`src/hdl/cprn_pkg.sv`:
```
// cprn_pkg: shared types and codes for the cp model residual norm block
// no dependencies; used by the controller, the datapath and the top level
package cprn_pkg;

  // action codes of an input word
  localparam logic [2:0] ACT_WEIGHT  = 3'd0;
  localparam logic [2:0] ACT_FIRST   = 3'd1;
  localparam logic [2:0] ACT_SECOND  = 3'd2;
  localparam logic [2:0] ACT_THIRD   = 3'd3;
  localparam logic [2:0] ACT_TENSOR  = 3'd4;

  // configuration register indexes
  localparam logic [1:0] CFG_SIZE_FIRST  = 2'd0;
  localparam logic [1:0] CFG_SIZE_SECOND = 2'd1;
  localparam logic [1:0] CFG_SIZE_THIRD  = 2'd2;
  localparam logic [1:0] CFG_RANK        = 2'd3;

  localparam int unsigned SQRT_STEPS = 32;

  typedef enum logic [1:0] {
    MUL_WA = 2'd0,
    MUL_TB = 2'd1,
    MUL_TC = 2'd2,
    MUL_SQ = 2'd3
  } mul_op_e;

  typedef enum logic [9:0] {
    ST_IDLE = 10'b0000000001,
    ST_RD   = 10'b0000000010,
    ST_M1   = 10'b0000000100,
    ST_M2   = 10'b0000001000,
    ST_M3   = 10'b0000010000,
    ST_ACC  = 10'b0000100000,
    ST_RES  = 10'b0001000000,
    ST_SQ   = 10'b0010000000,
    ST_SQRT = 10'b0100000000,
    ST_DONE = 10'b1000000000
  } state_e;

  typedef struct packed {
    logic    load;
    logic    elem_start;
    logic    rd;
    logic    mul_en;
    mul_op_e mul_op;
    logic    acc;
    logic    sq_upd;
    logic    sqrt_step;
  } cmd_t;

  typedef struct packed {
    logic comp_last;
    logic elem_last;
    logic sqrt_last;
  } sts_t;

endpackage

```
`src/hdl/cprn_ctrl.sv`:
```
// cprn_ctrl: sequencer for loads, per-component multiply passes and the square root
// depends on cprn_pkg
module cprn_ctrl (
  input  logic            clk_i,
  input  logic            rst_ni,
  input  logic            start,
  input  logic [2:0]      action_i,
  input  cprn_pkg::sts_t  sts_i,
  output cprn_pkg::cmd_t  cmd_o,
  output logic            busy,
  output logic            done_o
);

  cprn_pkg::state_e state_q, state_d;

  always_ff @(posedge clk_i or negedge rst_ni) begin
    if (!rst_ni) begin
      state_q <= cprn_pkg::ST_IDLE;
    end else begin
      state_q <= state_d;
    end
  end

  always_comb begin
    state_d = state_q;
    cmd_o   = '0;
    cmd_o.mul_op = cprn_pkg::MUL_WA;
    unique case (state_q)
      cprn_pkg::ST_IDLE: begin
        if (start) begin
          if (action_i == cprn_pkg::ACT_TENSOR) begin
            cmd_o.elem_start = 1'b1;
            state_d = cprn_pkg::ST_RD;
          end else begin
            cmd_o.load = 1'b1;
          end
        end
      end
      cprn_pkg::ST_RD: begin
        cmd_o.rd = 1'b1;
        state_d = cprn_pkg::ST_M1;
      end
      cprn_pkg::ST_M1: begin
        cmd_o.mul_en = 1'b1;
        cmd_o.mul_op = cprn_pkg::MUL_WA;
        state_d = cprn_pkg::ST_M2;
      end
      cprn_pkg::ST_M2: begin
        cmd_o.mul_en = 1'b1;
        cmd_o.mul_op = cprn_pkg::MUL_TB;
        state_d = cprn_pkg::ST_M3;
      end
      cprn_pkg::ST_M3: begin
        cmd_o.mul_en = 1'b1;
        cmd_o.mul_op = cprn_pkg::MUL_TC;
        state_d = cprn_pkg::ST_ACC;
      end
      cprn_pkg::ST_ACC: begin
        cmd_o.acc = 1'b1;
        state_d = sts_i.comp_last ? cprn_pkg::ST_RES : cprn_pkg::ST_RD;
      end
      cprn_pkg::ST_RES: begin
        cmd_o.mul_en = 1'b1;
        cmd_o.mul_op = cprn_pkg::MUL_SQ;
        state_d = cprn_pkg::ST_SQ;
      end
      cprn_pkg::ST_SQ: begin
        cmd_o.sq_upd = 1'b1;
        state_d = sts_i.elem_last ? cprn_pkg::ST_SQRT : cprn_pkg::ST_IDLE;
      end
      cprn_pkg::ST_SQRT: begin
        cmd_o.sqrt_step = 1'b1;
        if (sts_i.sqrt_last) begin
          state_d = cprn_pkg::ST_DONE;
        end
      end
      cprn_pkg::ST_DONE: begin
        state_d = cprn_pkg::ST_IDLE;
      end
      default: begin
        state_d = cprn_pkg::ST_IDLE;
      end
    endcase
  end

  assign busy   = (state_q != cprn_pkg::ST_IDLE);
  assign done_o = (state_q == cprn_pkg::ST_DONE);

endmodule

```
`config.mk`:
```
export PLATFORM = sky130hd
export DESIGN_NAME = cprn_ctrl
export DESIGN_NICKNAME = d
export VERILOG_FILES = /design/src/hdl/cprn_pkg.sv /design/src/hdl/cprn_ctrl.sv
export SDC_FILE = /design/constraint.sdc
export NUM_CORES = 1
export LEC_CHECK = 0
export BUFFER_PORTS_ARGS = -buffer_cell sky130_fd_sc_hd__buf_2
export CORE_MARGIN = 2
export CORE_UTILIZATION = 30
export DETAILED_ROUTE_END_ITERATION = 8
export GPL_TIMING_DRIVEN = 0
export PLACE_DENSITY = 0.51
export SETUP_SLACK_MARGIN = 0.5
export SLEW_MARGIN = 20
export SYNTH_ARGS = -nofsm -noshare
export SYNTH_HDL_FRONTEND = slang
export SYNTH_SLANG_ARGS = --single-unit
```
`constraint.sdc`:
```
create_clock -name clk_i -period 3.6 [get_ports clk_i]
set_clock_uncertainty 0.2 [all_clocks]
set_input_delay 0 -clock clk_i [delete_from_list [all_inputs] [get_ports clk_i]]
set_output_delay 0 -clock clk_i [all_outputs]
set_load 0.005 [all_outputs]
```
==> results.toml <==
[outcome]
status = "finished clean"

[power_and_ir_drop]
cellPowerDensity_nw_per_um2 = 362
ir_drop_mv = 0.180
clkPwrFrac_pct = 26.7
power.total_mw = 0.307
pwr-share-comb_pct = 30.7
seqPwrFrac_pct = 42.7
leakage_nw = 0.416
switchingPower_mw = 0.0956
p_int_mw = 0.212
sw_frac_of_total_pct = 31.1

[detailed_routing]
avgViaCountPerCell = 4.73
antenna_left = 0
firstDrtPassIters = 2
dr_total_vias = 558
drc_errors = 0
dr.first_iter.drc_count = 5
routed_wl_microns = 1350
drt-wirelength-per-cell_microns = 11.4

[cells_and_area]
area_growth_pct = 34.0
diodes = 0
nFillCells = 194
largest_reg_flops = 10
final_cell_mix = "19 x buf_2, 9 x nor3b_1, 9 x dfrtp_1, 6 x nor2_1, 6 x dlygate4sd3_1"
finalNonFillerCells = 118
top_regs = "state_q x10"
layout_commonest_cell = "buf_2"
layout-drive-gt1-share_pct = 37.4
finalNetCount = 101
top_register = "state_q"

[placement]
dp_hpwl_microns = 1050
gp_congestion = 0.736
placed_cells = 108
post-place-ws_ps = 1680
portBuffers = 19

[critical_path]
worst-endpoint-arrival_ps = 1950
start_kind = "register"
r2r_end = "state_q[0]"
crit_path_end_kind = "primary output"
crit_path_top_delay_cell = "dfrtp_1"
regToRegSetupSlack_ps = 1650
critPathMaxStageDelay_ps = 450
r2r-start = "state_q[5]"
worstSetupPathType = "reg -> out"
worstPathMaxFanout = 6
reg2regPathDepth = 5
critPathRequiredTime_ps = 3400
crit_chain = "nor4_4 -> nand3_2 -> or3b_4 -> nor3b_2 -> buf_2"

[cts]
cts_root_buf = "clkbuf_4"
cts_max_level = 1
tritoncts = "done"
clockBufferDepth = 2
path_clk_slew_ps = 70
clkSinkCount = 10
cts-resized-gates = 0
clk-insertion-delay-late_ps = 270
numCtsBuffers = 3

[sta]
finalSetupTns_ps = 0
slew_headroom_pct = 70.7
whs_ps = 15.5
fmax_mhz = 464
setup_ws_ps = 1450
rsz0062_at_grt = "no"
hold_viol_final = 0
setup_viol_count_final = 0
finalCritPeriodShare_pct = 59.9
period_minus_slack_ps = 2150
drv_slew = 0
worstMarginPinSlew_ps = 438

[die]
coreArea_sq_um = 1980
ios = 20
die-area_sq_um = 2490
start_util_pct = 31.9
fp.dieW_microns = 49.9
chipHeight_microns = 49.9
std_cell_rows = 16

[global_routing]
grt_pass1_vias = 567
grt_max_degree = 10
grt_overflow = 0
grt_pass1_wl_microns = 2440
grt_usage_pct = 13.4
antenna_found_initial = 0

[synth]
synthesis.nets = 71
synthArstFlopShare_pct = 100
synth_edf_count = 0
yosysSeqAreaShare_pct = 39.7
yosysWarnings = 0
ys_ff_latch = 10
yosys.cell_types.count = 30
synth-main-ff-cell = "dfrtp_1"
syn-cell-area_sq_um = 633
synth.avg_cell_area_sq_um = 10.2
syn_inst = 62

[run]
drv_cap = 0

[hold_path]
hold_path_class = "in -> async"
power by group through the flow:
stage          sequential, mW  combinational, mW  clock, mW
4_1_cts                 0.131             0.0958     0.0866
3_5_place_dp            0.133             0.0902          0
6_report                0.131             0.0942     0.0820
5_1_grt                 0.132              0.106     0.0981
3_3_place_gp            0.133             0.0894          0
2_1_floorplan           0.131             0.0656          0
how the worst max path moves through the flow:
stage / slack [ps] / endpoint / cells past startpoint / startpoint
after global routing: 1320 / cmd_o[8] / 5 / state_q[5]
after CTS: 1420 / cmd_o[8] / 5 / state_q[5]
final: 1450 / cmd_o[8] / 5 / state_q[5]
after detailed placement: 1680 / state_q[0] / 5 / state_q[4]
after floorplan: 1800 / state_q[0] / 5 / state_q[4]
after global placement: 1670 / state_q[0] / 5 / state_q[4]
critical path: cells and delay by family (launching register included):
family	cells	cell delay, ps
buffers and inverters	1	130
flip-flops	1	450
AND/OR/NAND/NOR	4	1100
per-stage QoR:
stage	cell area, sq um	utilization [%]
6_report	848	42.8
5_1_grt	848	42.8
4_1_cts	848	42.8
3_5_place_dp	762	38.4
3_3_place_gp	762	38.4
2_1_floorplan	633	-
cells in the mapped netlist (all sizes together) (2+ instances only):
| cell | number | area, sq um |
|---|---|---|
| xnor2 | 2 | 17.5 |
| nor2 | 8 | 45.0 |
| nor4 | 2 | 33.8 |
| o21ai | 2 | 13.8 |
| nand3 | 2 | 15.0 |
| nor3b | 12 | 105 |
| dfrtp | 9 | 225 |
| nand2 | 4 | 15.0 |
| inv | 4 | 15.0 |
| and2 | 3 | 20.0 |
logic make-up after synthesis:
group           count (synthesis)  share of synthesized area [%]
compound gates                  9                           11.1
xor+xnor                        3                           4.15
buf+inv                         4                           2.37
flops                          10                           39.7
simple gates                   36                           42.7
timing repair:
action                                 in CTS  in global routing
buffers inserted                            0                  0
endpoints found under the hold margin      15                  0
hold buffers                                6                  0
setup endpoints to repair                   0                  0
metal layers:
layer  vias to the layer above  GRT usage, %  wire [microns]
met5                         -             0               0
met3                         4          3.94              53
li1                        279             -               -
met2                        13          20.7             634
met1                       262          16.4             627
met4                         0          8.33              30
final cells by class:
type	instances	area, sq um	share of cell area (%)
Clock buffer	4	26.3	3.10
Inverter	4	15.0	1.77
Multi-Input combinational cell	48	367	43.2
Sequential cell	10	251	29.6
Tap cell	27	33.8	3.98
Timing Repair Buffer	25	155	18.3
Note: power is estimated with default switching activity, not from simulation.
